===== src/rtl/gtp_pkg.sv =====
// ----------------------------------------------------------------------------
// gtp_pkg: shared types and constants for the GTP header parser
// Holds the extension walk phase type, flag masks and field limits.
// ----------------------------------------------------------------------------
package gtp_pkg;

    localparam int GTP_POSITION_BITS = 16;
    localparam int GTP_OFFSET_BITS   = 18;

    localparam logic [7:0]  GTP_GPDU_TYPE  = 8'd255;
    localparam logic [2:0]  GTP_VERSION_1  = 3'd1;
    localparam logic [2:0]  GTP_VERSION_2  = 3'd2;
    localparam logic [7:0]  GTP_TEID_FLAG  = 8'h08;
    localparam logic [7:0]  GTP_EXT_FLAG   = 8'h04;
    localparam logic [7:0]  GTP_SEQ_FLAG   = 8'h02;
    localparam logic [7:0]  GTP_NPDU_FLAG  = 8'h01;
    localparam logic [GTP_OFFSET_BITS-1:0] GTP_OFFSET_RESET = 18'd4;
    localparam logic [GTP_OFFSET_BITS-1:0] GTP_OFFSET_MAX   = 18'h3FFFF;

    // Extension header walk phase
    typedef enum logic [3:0] {
        PH_IDLE = 4'b0001,
        PH_TYPE = 4'b0010,
        PH_LEN  = 4'b0100,
        PH_DONE = 4'b1000
    } gtp_phase_t;

endpackage


===== src/rtl/gtp_if.sv =====
// ----------------------------------------------------------------------------
// gtp_if: stream channels of the GTP header parser
// Byte channel into the parser and result channel out of it.
// ----------------------------------------------------------------------------
interface gtp_byte_if;
    logic       valid;
    logic       ready;
    logic [7:0] data_byte;
    logic       first_byte;
    logic       last_byte;

    modport source (output valid, data_byte, first_byte, last_byte, input ready);
    modport sink   (input valid, data_byte, first_byte, last_byte, output ready);
endinterface

interface gtp_result_if;
    logic        valid;
    logic        ready;
    logic        header_valid;
    logic [2:0]  gtp_version;
    logic [7:0]  flag_bits;
    logic [7:0]  message_type;
    logic [15:0] message_length;
    logic [31:0] tunnel_id;
    logic [17:0] header_end;
    logic        payload_found;
    logic [15:0] payload_offset;
    logic [15:0] payload_length;

    modport source (
        output valid, header_valid, gtp_version, flag_bits, message_type,
               message_length, tunnel_id, header_end, payload_found,
               payload_offset, payload_length,
        input  ready
    );
    modport sink (
        input  valid, header_valid, gtp_version, flag_bits, message_type,
               message_length, tunnel_id, header_end, payload_found,
               payload_offset, payload_length,
        output ready
    );
endinterface


===== src/rtl/gtp_header_parser.sv =====
// ----------------------------------------------------------------------------
// gtp_header_parser: GTP tunnel header parser, one byte per transfer
// Parses version, flags, type, length, TEID and the extension header chain.
// ----------------------------------------------------------------------------
// Usage:
//   frame  : one byte per transfer, first_byte restarts parsing, last_byte
//            closes the frame and produces exactly one result transfer.
//   result : header fields, final header offset and, for a version 1 G-PDU
//            whose payload fits in the frame, payload offset and length.
// Throughput: one byte per cycle while frame.ready is high. Header state is
//   updated in the cycle a byte transfers; non-last bytes produce no result.
// Pipeline: the last byte's parse state is snapshotted in one register stage,
//   and the payload fit checks (one add, three compares) run into the result
//   register.
// Reset: rst_n clears position, fields, walk phase and offset (offset = 4)
//   and empties both stages. After every result the parse state returns to
//   its reset values, so a byte without first_byte starts a new header.
// Stall: when result.ready is low the result register holds; the snapshot
//   stage absorbs one more last byte, and frame.ready drops only when both
//   hold a result. Bytes past 2^POSITION_BITS - 1 are counted no further.
// ----------------------------------------------------------------------------
module gtp_header_parser
    import gtp_pkg::*;
#(
    parameter int POSITION_BITS = GTP_POSITION_BITS
) (
    input  logic         clk,
    input  logic         rst_n,
    gtp_byte_if.sink     frame,
    gtp_result_if.source result
);

    localparam int OB    = GTP_OFFSET_BITS;
    localparam int CMP_W = ((POSITION_BITS > OB) ? POSITION_BITS : OB) + 1;
    localparam logic [POSITION_BITS-1:0] POS_MAX = '1;

    // ---------------- parse state ----------------
    logic [POSITION_BITS-1:0] pos_reg,  pos_next;
    logic [7:0]               fhb_reg,  fhb_next;
    logic [7:0]               type_reg, type_next;
    logic [15:0]              len_reg,  len_next;
    logic [31:0]              teid_reg, teid_next;
    logic [OB-1:0]            ro_reg,   ro_next;
    gtp_phase_t               ph_reg,   ph_next;

    // working values after the first-byte restart
    logic [POSITION_BITS-1:0] pos_b;
    logic [7:0]               fhb_b, type_b;
    logic [15:0]              len_b;
    logic [31:0]              teid_b;
    logic [OB-1:0]            ro_b;
    gtp_phase_t               ph_b;

    logic [2:0]               ver_b;
    logic                     teid_b_present;
    logic [19:0]              walk_sum;
    logic                     at_offset;
    logic [7:0]               d;

    logic accept_in;
    logic snap_adv;

    // snapshot stage
    logic                     snap_valid_reg;
    logic [POSITION_BITS-1:0] snap_n_reg;
    logic [7:0]               snap_fhb_reg, snap_type_reg;
    logic [15:0]              snap_len_reg;
    logic [31:0]              snap_teid_reg;
    logic [OB-1:0]            snap_ro_reg;

    // result stage
    logic        out_valid_reg;
    logic        hv_reg, found_reg;
    logic [2:0]  ver_reg;
    logic [7:0]  flags_reg, mtype_reg;
    logic [15:0] mlen_reg, poff_reg, plen_reg;
    logic [31:0] tid_reg;
    logic [OB-1:0] hend_reg;

    assign snap_adv     = snap_valid_reg && (!out_valid_reg || result.ready);
    assign frame.ready  = !snap_valid_reg || !out_valid_reg || result.ready;
    assign accept_in    = frame.valid && frame.ready;
    assign d            = frame.data_byte;

    // ---------------- byte update ----------------
    always_comb
    begin
        if (frame.first_byte)
        begin
            pos_b  = '0;
            fhb_b  = '0;
            type_b = '0;
            len_b  = '0;
            teid_b = '0;
            ro_b   = GTP_OFFSET_RESET;
            ph_b   = PH_IDLE;
        end
        else
        begin
            pos_b  = pos_reg;
            fhb_b  = fhb_reg;
            type_b = type_reg;
            len_b  = len_reg;
            teid_b = teid_reg;
            ro_b   = ro_reg;
            ph_b   = ph_reg;
        end

        ver_b          = fhb_b[7:5];
        teid_b_present = (ver_b == GTP_VERSION_1) ||
                         ((ver_b == GTP_VERSION_2) && ((fhb_b & GTP_TEID_FLAG) != '0));
        at_offset      = (CMP_W'(pos_b) == CMP_W'(ro_b));
        walk_sum       = 20'(ro_b) + {10'd0, d, 2'b00} - 20'd1;

        pos_next  = pos_b;
        fhb_next  = fhb_b;
        type_next = type_b;
        len_next  = len_b;
        teid_next = teid_b;
        ro_next   = ro_b;
        ph_next   = ph_b;

        if (pos_b != POS_MAX)
        begin
            pos_next = pos_b + POSITION_BITS'(1);
            priority if (pos_b == POSITION_BITS'(0))
                fhb_next = d;
            else if (pos_b == POSITION_BITS'(1))
                type_next = d;
            else if (pos_b == POSITION_BITS'(2))
                len_next = {d, 8'h00};
            else if (pos_b == POSITION_BITS'(3))
                len_next = len_b | {8'h00, d};
            else if (pos_b < POSITION_BITS'(8))
            begin
                teid_next = {teid_b[23:0], d};
                if (pos_b == POSITION_BITS'(7))
                begin
                    // fixed header done: pick the walk start
                    ph_next = PH_DONE;
                    if ((ver_b == GTP_VERSION_1) && ((fhb_b & GTP_EXT_FLAG) != '0))
                    begin
                        ro_next = teid_b_present ? OB'(11) : OB'(7);
                        ph_next = PH_TYPE;
                    end
                    else if ((ver_b == GTP_VERSION_1) &&
                             ((fhb_b & (GTP_SEQ_FLAG | GTP_NPDU_FLAG)) != '0))
                        ro_next = teid_b_present ? OB'(12) : OB'(8);
                    else
                        ro_next = teid_b_present ? OB'(8) : OB'(4);
                end
            end
            else
            begin
                // extension walk: act only on the byte at the running offset
                if (at_offset && (ph_b == PH_TYPE))
                begin
                    ro_next = ro_b + OB'(1);
                    ph_next = (d == 8'd0) ? PH_DONE : PH_LEN;
                end
                else if (at_offset && (ph_b == PH_LEN))
                begin
                    if (d == 8'd0)
                        ph_next = PH_DONE;
                    else if (walk_sum > 20'(GTP_OFFSET_MAX))
                    begin
                        ro_next = GTP_OFFSET_MAX;
                        ph_next = PH_DONE;
                    end
                    else
                    begin
                        ro_next = walk_sum[OB-1:0];
                        ph_next = PH_TYPE;
                    end
                end
            end
        end
    end

    // ---------------- parse state registers ----------------
    always_ff @(posedge clk or negedge rst_n)
    begin
        if (!rst_n)
        begin
            pos_reg  <= '0;
            fhb_reg  <= '0;
            type_reg <= '0;
            len_reg  <= '0;
            teid_reg <= '0;
            ro_reg   <= GTP_OFFSET_RESET;
            ph_reg   <= PH_IDLE;
        end
        else if (accept_in)
        begin
            if (frame.last_byte)
            begin
                // drop all state once the last byte of the frame is taken
                pos_reg  <= '0;
                fhb_reg  <= '0;
                type_reg <= '0;
                len_reg  <= '0;
                teid_reg <= '0;
                ro_reg   <= GTP_OFFSET_RESET;
                ph_reg   <= PH_IDLE;
            end
            else
            begin
                pos_reg  <= pos_next;
                fhb_reg  <= fhb_next;
                type_reg <= type_next;
                len_reg  <= len_next;
                teid_reg <= teid_next;
                ro_reg   <= ro_next;
                ph_reg   <= ph_next;
            end
        end
    end

    // ---------------- snapshot stage ----------------
    always_ff @(posedge clk or negedge rst_n)
    begin
        if (!rst_n)
            snap_valid_reg <= 1'b0;
        else if (accept_in && frame.last_byte)
            snap_valid_reg <= 1'b1;
        else if (snap_adv)
            snap_valid_reg <= 1'b0;
    end

    always_ff @(posedge clk)
    begin
        if (accept_in && frame.last_byte)
        begin
            snap_n_reg    <= pos_next;
            snap_fhb_reg  <= fhb_next;
            snap_type_reg <= type_next;
            snap_len_reg  <= len_next;
            snap_teid_reg <= teid_next;
            snap_ro_reg   <= ro_next;
        end
    end

    // ---------------- result computation ----------------
    logic        s_long, s_teid, s_gpdu, s_fits;
    logic [2:0]  s_ver;
    logic [16:0] s_total;

    always_comb
    begin
        s_ver   = snap_fhb_reg[7:5];
        s_long  = (snap_n_reg >= POSITION_BITS'(8));
        s_teid  = (s_ver == GTP_VERSION_1) ||
                  ((s_ver == GTP_VERSION_2) && ((snap_fhb_reg & GTP_TEID_FLAG) != '0));
        s_gpdu  = (s_ver == GTP_VERSION_1) && (snap_type_reg == GTP_GPDU_TYPE);
        s_total = 17'(snap_len_reg) + 17'd8;
        s_fits  = (CMP_W'(s_total) > CMP_W'(snap_ro_reg)) &&
                  (CMP_W'(s_total) <= CMP_W'(snap_n_reg)) &&
                  (snap_ro_reg <= OB'(16'hFFFF));
    end

    always_ff @(posedge clk or negedge rst_n)
    begin
        if (!rst_n)
            out_valid_reg <= 1'b0;
        else if (snap_adv)
            out_valid_reg <= 1'b1;
        else if (result.ready)
            out_valid_reg <= 1'b0;
    end

    always_ff @(posedge clk)
    begin
        if (snap_adv)
        begin
            hv_reg    <= s_long;
            ver_reg   <= s_long ? s_ver : 3'd0;
            flags_reg <= s_long ? snap_fhb_reg : 8'd0;
            mtype_reg <= s_long ? snap_type_reg : 8'd0;
            mlen_reg  <= s_long ? snap_len_reg : 16'd0;
            tid_reg   <= (s_long && s_teid) ? snap_teid_reg : 32'd0;
            hend_reg  <= s_long ? snap_ro_reg : '0;
            found_reg <= s_long && s_gpdu && s_fits;
            poff_reg  <= (s_long && s_gpdu && s_fits) ? snap_ro_reg[15:0] : 16'd0;
            plen_reg  <= (s_long && s_gpdu && s_fits) ?
                         16'(s_total - 17'(snap_ro_reg[15:0])) : 16'd0;
        end
    end

    assign result.valid          = out_valid_reg;
    assign result.header_valid   = hv_reg;
    assign result.gtp_version    = ver_reg;
    assign result.flag_bits      = flags_reg;
    assign result.message_type   = mtype_reg;
    assign result.message_length = mlen_reg;
    assign result.tunnel_id      = tid_reg;
    assign result.header_end     = hend_reg;
    assign result.payload_found  = found_reg;
    assign result.payload_offset = poff_reg;
    assign result.payload_length = plen_reg;

    // ---------------- assertions ----------------
    a_clear_after_last: assert property (@(posedge clk) disable iff (!rst_n)
        accept_in && frame.last_byte |=> (pos_reg == '0) && (ro_reg == GTP_OFFSET_RESET))
        else $error("parse state not cleared after last byte");

    a_offset_floor: assert property (@(posedge clk) disable iff (!rst_n)
        ro_reg >= GTP_OFFSET_RESET)
        else $error("running offset below fixed header size");

    a_stall_only_full: assert property (@(posedge clk) disable iff (!rst_n)
        !frame.ready |-> snap_valid_reg && out_valid_reg && !result.ready)
        else $error("byte channel stalled with room in the pipeline");

    a_found_gpdu: assert property (@(posedge clk) disable iff (!rst_n)
        out_valid_reg && found_reg |-> hv_reg && (ver_reg == GTP_VERSION_1) &&
                                       (mtype_reg == GTP_GPDU_TYPE))
        else $error("payload reported for non G-PDU header");

    a_snap_moves: assert property (@(posedge clk) disable iff (!rst_n)
        snap_adv |=> out_valid_reg && (hv_reg == $past(s_long)))
        else $error("snapshot lost on its way to the result register");

endmodule

===== src/flat_wrapper.sv =====
// flat-port wrapper written by rule: the top's interface ports become plain ports
module gtp_header_parser_flat import gtp_pkg::*;
#(
    parameter int POSITION_BITS = GTP_POSITION_BITS
)
  (clk, rst_n, frame_valid, frame_data_byte, frame_first_byte, frame_last_byte, frame_ready, result_valid, result_header_valid, result_gtp_version, result_flag_bits, result_message_type, result_message_length, result_tunnel_id, result_header_end, result_payload_found, result_payload_offset, result_payload_length, result_ready);
  gtp_byte_if frame_i ();
  gtp_result_if result_i ();
  input  logic clk;
  input  logic rst_n;
  input wire logic [$bits(frame_i.valid)-1:0] frame_valid;
  input wire logic [$bits(frame_i.data_byte)-1:0] frame_data_byte;
  input wire logic [$bits(frame_i.first_byte)-1:0] frame_first_byte;
  input wire logic [$bits(frame_i.last_byte)-1:0] frame_last_byte;
  output wire logic [$bits(frame_i.ready)-1:0] frame_ready;
  output wire logic [$bits(result_i.valid)-1:0] result_valid;
  output wire logic [$bits(result_i.header_valid)-1:0] result_header_valid;
  output wire logic [$bits(result_i.gtp_version)-1:0] result_gtp_version;
  output wire logic [$bits(result_i.flag_bits)-1:0] result_flag_bits;
  output wire logic [$bits(result_i.message_type)-1:0] result_message_type;
  output wire logic [$bits(result_i.message_length)-1:0] result_message_length;
  output wire logic [$bits(result_i.tunnel_id)-1:0] result_tunnel_id;
  output wire logic [$bits(result_i.header_end)-1:0] result_header_end;
  output wire logic [$bits(result_i.payload_found)-1:0] result_payload_found;
  output wire logic [$bits(result_i.payload_offset)-1:0] result_payload_offset;
  output wire logic [$bits(result_i.payload_length)-1:0] result_payload_length;
  input wire logic [$bits(result_i.ready)-1:0] result_ready;
  assign frame_i.valid = frame_valid;
  assign frame_i.data_byte = frame_data_byte;
  assign frame_i.first_byte = frame_first_byte;
  assign frame_i.last_byte = frame_last_byte;
  assign frame_ready = frame_i.ready;
  assign result_valid = result_i.valid;
  assign result_header_valid = result_i.header_valid;
  assign result_gtp_version = result_i.gtp_version;
  assign result_flag_bits = result_i.flag_bits;
  assign result_message_type = result_i.message_type;
  assign result_message_length = result_i.message_length;
  assign result_tunnel_id = result_i.tunnel_id;
  assign result_header_end = result_i.header_end;
  assign result_payload_found = result_i.payload_found;
  assign result_payload_offset = result_i.payload_offset;
  assign result_payload_length = result_i.payload_length;
  assign result_i.ready = result_ready;
  gtp_header_parser #(.POSITION_BITS(POSITION_BITS)) u_core (.clk(clk), .rst_n(rst_n), .frame(frame_i), .result(result_i));
endmodule

===== config.mk =====
export PLATFORM = sky130hd
export DESIGN_NAME = gtp_header_parser_flat
export DESIGN_NICKNAME = d
export VERILOG_FILES = /design/src/rtl/gtp_pkg.sv /design/src/rtl/gtp_if.sv /design/src/rtl/gtp_header_parser.sv /design/src/flat_wrapper.sv
export SDC_FILE = /design/constraint.sdc
export NUM_CORES = 1
export LEC_CHECK = 0
export ABC_AREA = 0
export BUFFER_PORTS_ARGS = -buffer_cell sky130_fd_sc_hd__buf_4
export CAP_MARGIN = 15
export CORE_ASPECT_RATIO = 1.75
export CORE_MARGIN = 2
export CORE_UTILIZATION = 45
export CTS_BUF_LIST = sky130_fd_sc_hd__clkbuf_8
export DETAILED_ROUTE_END_ITERATION = 16
export GPL_TIMING_DRIVEN = 0
export SLEW_MARGIN = 25
export SYNTH_ARGS = -nofsm -noshare
export SYNTH_HDL_FRONTEND = slang
export SYNTH_SLANG_ARGS = --single-unit
export TNS_END_PERCENT = 1

===== constraint.sdc =====
create_clock -name clk -period 7 [get_ports clk]
set_input_delay 0.35 -clock clk [delete_from_list [all_inputs] [get_ports clk]]
set_output_delay 0.35 -clock clk [all_outputs]
set_load 0.05 [all_outputs]

# Word level (Yosys, flattened, before mapping)
# Index checks and enable logic that the tools add are counted.
[op_classes]
n_bitwise = 1
addsub = 6
eq_ne = 13
order_cmp = 6
mux = 64
n_reduce_logical = 27
[ops]
columns = ["operator", "n"]
rows = [
  ["18-bit two-way mux", 15],
  ["32-bit two-way mux", 8],
  ["16-bit two-way mux", 10],
  ["8-bit two-way mux", 9],
  ["4-bit two-way mux", 17],
  ["16-bit by 2-bit equality test with 1-bit output (second input constant)", 2],
  ["20-bit by 18-bit greater-than comparator with 1-bit output (second input constant)", 1],
  ["20-bit by 1-bit subtractor with 20-bit output (second input constant)", 1],
  ["18-bit by 10-bit adder with 19-bit output", 1],
  ["18-bit by 1-bit adder with 18-bit output (second input constant)", 1],
  ["16-bit by 18-bit equality test with 1-bit output", 1],
  ["17-bit by 18-bit greater-than comparator with 1-bit output", 1],
  ["18-bit by 16-bit <= comparator with 1-bit output (second input constant)", 1],
  ["16-bit by 4-bit adder with 17-bit output (second input constant)", 1],
  ["17-bit by 16-bit <= comparator with 1-bit output", 1],
  ["16-bit by 1-bit adder with 16-bit output (second input constant)", 1],
  ["16-bit by 1-bit equality test with 1-bit output (second input constant)", 1],
  ["16-bit by 3-bit equality test with 1-bit output (second input constant)", 1],
  ["16-bit by 4-bit greater-or-equal comparator with 1-bit output (second input constant)", 1],
  ["16-bit zero test", 1],
  ["16-bit by 4-bit less-than comparator with 1-bit output (second input constant)", 1],
  ["16-bit inequality test (second input constant)", 1],
  ["16-bit by 8-bit OR with 16-bit output", 1],
  ["16-bit subtractor", 1],
  ["13 further kinds", 38],
]
[totals]
register_bits = 321
out_inout_bits = 121

# Logic depth before layout (Yosys ltp)
# Gate-level depths: netlist of the first run.
[logic_depth]
word_depth = 15
mapped_depth = 20
depth_no_buf = 15

# Least setup slack after synthesis of the first run
# No wires, ideal clock.
[synth_timing]
path_kind = "input port to flip-flop"
startpoint = "input port frame_first_byte"
endpoint = "register u_core.snap_ro_reg[16], data pin"
setup_ns = 0.262
path_slack_ns = 2.764
path_buffers = 6
stages = 19
arrival_ns = 3.974
t_required_ns = 6.738
cell_sequence = "buf_6 > buf_6 > buf_4 > buf_2 > or2_2 > clkbuf_1 > ha_1 > ha_1 > a21bo_1 > o2111a_1 > o22ai_2 > o31ai_1 > nor3_1 > o211ai_1 > or3b_1 > buf_6 > o31a_1 > a21oi_1 > o21ai_0"
[synth_via]
elab_chain_len = 14
[synth_lines]
columns = ["element", "line", "source"]
rows = [
  ["start: declaration", "flat_wrapper.sv:13", "input wire logic [$bits(frame_i.first_byte)-1:0] frame_first_byte;"],
  ["18-bit two-way mux", "gtp_header_parser.sv:88", "if (frame.first_byte)"],
  ["18-bit by 10-bit adder with 19-bit output", "gtp_header_parser.sv:113", "walk_sum = 20'(ro_b) + {10'd0, d, 2'b00} - 20'd1;"],
  ["20-bit by 1-bit subtractor with 20-bit output", "gtp_header_parser.sv:113", ""],
  ["20-bit by 18-bit greater-than comparator with 1-bit output", "gtp_header_parser.sv:165", "else if (walk_sum > 20'(GTP_OFFSET_MAX))"],
  ["18-bit two-way mux", "gtp_header_parser.sv:165", ""],
  ["18-bit two-way mux", "gtp_header_parser.sv:163", "if (d == 8'd0)"],
  ["18-bit two-way mux", "gtp_header_parser.sv:161", "else if (at_offset && (ph_b == PH_LEN))"],
  ["18-bit two-way mux", "gtp_header_parser.sv:156", "if (at_offset && (ph_b == PH_TYPE))"],
  ["18-bit two-way mux", "gtp_header_parser.sv:134", "else if (pos_b < POSITION_BITS'(8))"],
  ["18-bit two-way mux", "gtp_header_parser.sv:132", "else if (pos_b == POSITION_BITS'(3))"],
  ["18-bit two-way mux", "gtp_header_parser.sv:130", "else if (pos_b == POSITION_BITS'(2))"],
  ["18-bit two-way mux", "gtp_header_parser.sv:128", "else if (pos_b == POSITION_BITS'(1))"],
  ["18-bit two-way mux", "gtp_header_parser.sv:126", "priority if (pos_b == POSITION_BITS'(0))"],
  ["18-bit two-way mux (*)", "gtp_header_parser.sv:123", "if (pos_b != POS_MAX)"],
  ["named net u_core.ro_next[16]", "gtp_header_parser.sv:43", "logic [OB-1:0] ro_reg, ro_next;"],
  ["end signal: assignment", "gtp_header_parser.sv:239", "snap_ro_reg <= ro_next;"],
  ["end: declaration", "gtp_header_parser.sv:69", "logic [OB-1:0] snap_ro_reg;"],
]
# The timed path passes the listed nets; every way through them passes the cells marked *.
# A chain may end at the register's enable or synchronous reset.

# Worst setup path in the final report of the first run
[layout_timing]
startpoint = "input port frame_first_byte"
endpoint = "register u_core.snap_ro_reg[5], data pin"
# The elaborated chain is that of the path after synthesis.

==> flow_summary.json, run 1 <==
{
  "status": "finished, final reports clean",
  "vdd_drop_max_mv": 0.117,
  "root_buffer": "clkbuf_8",
  "syn_inst": 1594,
  "ys_types": 91,
  "power_leakage_nw": 7.81,
  "max_cap_violations": 0,
  "worst_pin_slew_ns": 1.07,
  "required_ns": 7.34,
  "die_x_um": 150,
  "period_needed_ns": 5.42,
  "fin_area_um2": 19500,
  "die_h_um": 260,
  "ctsLongestPathBuffers": 3,
  "crit_type": "input pin to register",
  "htreeDepth": 2,
  "startpoint_type": "input pin",
  "start_util": 0.456,
  "grt_pass1_vias": 13400,
  "synth-edff-count": 214,
  "holdBufCountCts": 1,
  "whs_ns": 0.0557,
  "portBuffers": 133,
  "ys_warn_count": 0,
  "drc_errors": 0,
  "synth.area.top_cells": "edfxtp_1 (38%), dfrtp_1 (15%), nand2_1 (4.3%), a22o_1 (4.2%), ha_1 (3.4%)",
  "ant_nets": 0,
  "r2r_end": "u_core.snap_ro_reg[5]",
  "top_level_ports": 135,
  "clock_skew_ns": 0.0308,
  "setup_viol": 0,
  "die_area_um2": 39000,
  "cp-end-kind": "register",
  "ys_ff_latch": 318,
  "r2r-start": "u_core.ro_reg[2]",
  "grt_pass1_wl_mm": 79.3,
  "syn-cell-area_um2": 16800,
  "synth_common_cells": "edfxtp_1 (214), nand2_1 (194), dfrtp_1 (102)",
  "yosys.area.top_type_share": 0.382,
  "netSwitchingPower_mw": 1.18,
  "dr.first_iter.drc_count": 855,
  "clk_pin_slew_worst_paths_ns": 0.07,
  "fp.coreArea_um2": 36900,
  "critPathMaxFanout": 10,
  "dp_hpwl_mm": 40.2,
  "p_seq_frac": 0.503,
  "vias": 13300,
  "drive_above_1_share": 0.148,
  "synth_area_leader_cell": "edfxtp_1",
  "syn_to_final_growth_pct": 15.9,
  "first_pass_iters": 6,
  "track_usage": 0.271,
  "crit_start": "frame_first_byte",
  "worstHoldPathType": "input pin to register",
  "rrSetupSlack_ns": 1.82,
  "vias_per_cell": 5.82,
  "grt_max_degree": 78,
  "synth.most_common_cell": "edfxtp_1",
  "postSynthAreaPerCell_um2": 10.6,
  "cp.arrival_ns": 5.77,
  "post_drt_wl_per_cell_um": 22.8,
  "cts_buffers": 44,
  "power_density_nw_per_um2": 218,
  "antenna_found_initial": 1,
  "reg2reg_depth": 15,
  "fmaxAchievable_mhz": 184,
  "comb_power_share": 0.137,
  "cts-resized-gates": 0,
  "finalSetupTns_ns": 0,
  "finalHoldViolCount": 0,
  "seq_area_frac_synth": 0.537,
  "drv_slew": 0,
  "finalCritPeriodShare": 0.775,
  "synth_nets": 1655,
  "endpoint": "u_core.snap_ro_reg[5]",
  "cts_setup_buffers": 0,
  "cts_tree": "done",
  "p_int_mw": 3.06,
  "place_area_um2": 18600,
  "finalWirelength_mm": 52.2,
  "gp_congestion": 0.947,
  "synth_ff_type": "edfxtp_1",
  "fin_nets": 1840,
  "switching_share": 0.279,
  "clock_latency_ns": 0.60,
  "rsz0062_at_grt": "no",
  "std_cell_rows": 93,
  "synthArstFlopShare": 0.327,
  "grt-ovfl-total": 0,
  "max-slew-margin-rel": 0.280,
  "clock_sinks": 318,
  "clkPwrFrac": 0.359
}
[logic make-up (layout without fill, tap and decap cells)]
kind of cell | Yosys count | after routing | synth area share
adder cells (fa/ha/maj) | 48 | 48 | 0.0360
multiplexers | 4 | 4 | 0.00245
AO/OA/AOI/OAI | 373 | 373 | 0.157
AND/OR/NAND/NOR | 609 | 609 | 0.184
other | 0 | 1 | 0
XOR/XNOR | 80 | 80 | 0.0425
buffers and inverters | 162 | 383 | 0.0404
flip-flops | 318 | 318 | 0.537
[how the worst min path moves through the flow]
stage                 startpoint                  end  cells past startpoint
6_report            result_ready  u_core.result.valid                      3
5_1_grt          frame_last_byte     u_core.ro_reg[5]                      2
4_1_cts             result_ready  u_core.result.valid                      3
3_5_place_dp               rst_n    u_core.ro_reg[14]                      1
3_3_place_gp   u_core.ro_reg[17]    u_core.ro_reg[17]                      2
2_1_floorplan              rst_n    u_core.fhb_reg[0]                      0
[per-layer routing]
metal  track usage  part of all wire
met1         0.294              0.36
met2         0.497              0.53
met3        0.0275             0.037
met4         0.170             0.072
met5             0                 0
[power by group through the flow]
stage	clock (mW)	combinational (mW)	sequential [mW]
floorplan	0	0.240	2.31
global placement	0	0.564	2.19
detailed placement	0	0.582	2.18
CTS	1.56	0.584	2.14
global route	1.64	0.621	2.14
finish	1.53	0.583	2.14
[critical path: stages]
cell and delay, ns:
buf_4 0.14, buf_6 0.19, buf_6 0.20, buf_4 0.24, buf_2 0.35, or2_2 0.17, clkbuf_1 0.20, ha_1 0.30
ha_1 0.27, a21o_1 0.14, o2111a_1 0.22, o22ai_2 0.19, o31ai_1 0.90, o221ai_1 0.20, nor4_1 0.33, nand3_1 0.38
o21ai_2 0.27, buf_6 0.19, o22ai_1 0.13, o21ai_0 0.40
[per-stage QoR]
stage          setup slack (ns)  utilization  total power [mW]  std cells
2_1_floorplan              2.76            -              2.55       1594
3_3_place_gp               1.08        0.499              2.75       2202
3_5_place_dp               1.12        0.503              2.76       2207
4_1_cts                    1.72        0.529              4.28       2290
5_1_grt                    1.26        0.529              4.40       2291
6_report                   1.58        0.529              4.25       2291
[placed cells by master, fill, tap and decap left out, types with 16 or more instances in the layout]
| cell | count |
|---|---|
| edfxtp_1 | 214 |
| xnor2_1 | 43 |
| a21oi_1 | 60 |
| and2_1 | 67 |
| o21ai_0 | 84 |
| nor2_1 | 98 |
| buf_4 | 139 |
| clkbuf_8 | 49 |
| nor2b_1 | 22 |
| dfrtp_1 | 102 |
| nand2b_1 | 16 |
| nand3_1 | 39 |
| and3_1 | 51 |
| inv_1 | 66 |
| nand4_1 | 23 |
| nor4_1 | 18 |
| clkbuf_1 | 81 |
| ha_1 | 46 |
| a22o_1 | 81 |
| nor3_1 | 28 |
| nand2_1 | 194 |
| xor2_1 | 35 |
[cell type report]
class	instances	area, um2
Buffer	109	482
Antenna cell	1	2.50
Fill cell	3416	17400
Timing Repair Buffer	139	1130
Clock inverter	33	265
Clock buffer	49	674
Sequential cell	318	9030
Multi-Input combinational cell	1114	7130
Inverter	53	204
Tap cell	475	594
Note: power is estimated with default switching activity, not from simulation.
==> inputs of run 2 (changes only) <==
==> constraint.sdc (replaced) <==
create_clock -name clk -period 5 [get_ports clk]
set_input_delay 0.25 -clock clk [delete_from_list [all_inputs] [get_ports clk]]
set_output_delay 0.25 -clock clk [all_outputs]
set_load 0.05 [all_outputs]
==> run 2 against run 1 <==
Net effect: global-route usage is essentially flat; combinational power grew 40%; clock skew grew 0.0012 ns; sequential power grew 40%; first-iteration DRC count shrank 0.35%; register-to-register slack lost 1.5 ns; critical path type unchanged; largest power group unchanged.
==> flow_summary.json, run 2 (synthesis gave the netlist of run 1 again) <==
{
  "status": "finished, final reports clean",
  "htreeDepth": 2,
  "startpoint_type": "input pin",
  "cpMaxStageDelayCell": "o31a_1",
  "die_h_um": 260,
  "power_leakage_nw": 7.81,
  "die_x_um": 150,
  "clk_pin_slew_worst_paths_ns": 0.07,
  "critPathBufInv": 7,
  "power_density_nw_per_um2": 304,
  "ant_nets": 0,
  "cp.arrival_ns": 5.21,
  "antenna_found_initial": 1,
  "crit_top_cell": "buf_6",
  "clock_sinks": 318,
  "endpoint": "u_core.snap_ro_reg[3]",
  "p_int_mw": 4.29,
  "critPathMaxFanout": 10,
  "period_needed_ns": 4.84,
  "crit_chain": "buf_4, buf_6, buf_6, buf_4, buf_2, or2_2, clkbuf_1, ha_1, ha_1, a21o_1, o2111a_1, o22ai_4, o31a_1, nor2_1, xnor2_1, or3b_1, buf_6, o21ai_4, o31ai_1, o21ai_0",
  "die_area_um2": 39000,
  "crit_type": "input pin to register",
  "dp_hpwl_mm": 40.2,
  "reg2reg_depth": 15,
  "ctsLongestPathBuffers": 3,
  "portBuffers": 133,
  "cp-end-kind": "register",
  "max-slew-margin-rel": 0.219,
  "grt_max_degree": 78,
  "layout_setup_ws_ns": 0.156,
  "r2r-start": "u_core.ro_reg[2]",
  "fp.coreArea_um2": 36900,
  "cts_setup_buffers": 0,
  "fillers": 3410,
  "rsz0062_at_grt": "no",
  "dr.first_iter.drc_count": 852,
  "finalHoldViolCount": 0,
  "vias_per_cell": 5.79,
  "finalWirelength_mm": 52.0,
  "start_util": 0.456,
  "r2r_end": "u_core.snap_ro_reg[3]",
  "root_buffer": "clkbuf_8",
  "crit_family": "compound AO/OA/AOI/OAI gates",
  "drive_above_1_share": 0.149,
  "max_cap_violations": 0,
  "dp_slack_ns": -0.785,
  "path_depth": 20,
  "top_level_ports": 135,
  "drc_errors": 0,
  "drv_slew": 0,
  "grt_pass1_wl_mm": 79.2,
  "crit_start": "frame_first_byte",
  "vdd_drop_max_mv": 0.164,
  "worst_pin_slew_ns": 1.16,
  "cts_tree": "done",
  "track_usage": 0.271,
  "whs_ns": 0.174,
  "syn_to_final_growth_pct": 16.2,
  "switching_share": 0.279,
  "final_common_cell": "edfxtp_1",
  "p_total_mw": 5.95,
  "vias": 13300,
  "grt_pass1_vias": 13400,
  "comb_power_share": 0.138,
  "fin_nets": 1841,
  "final_util": 0.530,
  "p_seq_frac": 0.503,
  "cts_buffers": 44,
  "setup_viol": 0,
  "clock_skew_ns": 0.0320,
  "clock_latency_ns": 0.60,
  "std_cell_rows": 93,
  "required_ns": 5.36,
  "rrSetupSlack_ns": 0.31,
  "netSwitchingPower_mw": 1.66,
  "fmaxAchievable_mhz": 206,
  "grt-ovfl-total": 0,
  "post_drt_wl_per_cell_um": 22.7,
  "final_cell_mix": "edfxtp_1 (214), nand2_1 (194), buf_4 (139), dfrtp_1 (102), nor2_1 (98)",
  "gp_congestion": 0.947,
  "finalCritPeriodShare": 0.969,
  "clkPwrFrac": 0.359,
  "first_pass_iters": 5,
  "worstHoldPathType": "input pin to asynchronous set/reset pin",
  "cp_slowest_stage_delay_ns": 0.43
}
==> run 2: power groups by stage <==
stage | Combinational [mW] | Clock (mW) | Sequential, mW
after global routing | 0.873 | 2.29 | 3.00
after global placement | 0.790 | 0 | 3.06
after floorplan | 0.337 | 0 | 3.23
after detailed placement | 0.815 | 0 | 3.05
final | 0.818 | 2.14 | 2.99
after CTS | 0.820 | 2.18 | 2.99
==> run 2: repair_timing <==
item / in CTS / in global routing
hold buffers: 3 / 0
endpoints found under the hold margin: 48 / 0
endpoints found under the setup margin: 10 / 20
resized for setup: 1 / 5
==> run 2: cell type report <==
cell class / instances / area, um2 / area share
clock buffers: 49 / 674 / 0.0345
multi-input cells: 1114 / 7160 / 0.366
diodes: 1 / 2.50 / 0.000128
well taps: 475 / 594 / 0.0304
plain buffers: 108 / 478 / 0.0244
clock inverters: 33 / 265 / 0.0136
inverters: 53 / 204 / 0.0104
flip-flops and latches: 318 / 9030 / 0.462
repair buffers: 141 / 1150 / 0.0587
==> run 2: metrics by stage <==
step | TNS, ns | instances | cell area, um2
after floorplan | 0 | 1594 | 16800
after global placement | -19.26 | 2202 | 18400
after detailed placement | -18.93 | 2207 | 18600
after CTS | 0 | 2292 | 19500
after global routing | 0 | 2292 | 19600
final | 0 | 2292 | 19600
==> run 2: worst min path at each step <==
stage / from / endpoint / slack (ns) / depth (start not counted)
global placement: u_core.ro_reg[17] / u_core.ro_reg[17] / 0.45 / 2
finish: rst_n / u_core.ro_reg[14] / 0.17 / 2
CTS: frame_valid / u_core.ro_reg[3] / 0.14 / 5
floorplan: rst_n / u_core.fhb_reg[0] / -0.05 / 0
global route: frame_valid / u_core.ro_reg[3] / 0.19 / 5
detailed placement: rst_n / u_core.ro_reg[14] / 0.22 / 1
==> run 2: layer usage <==
layer  track usage  wire length [um]
met5             0                 0
met3        0.0279              2010
met4         0.169              3750
met1         0.294             18700
met2         0.497             27500
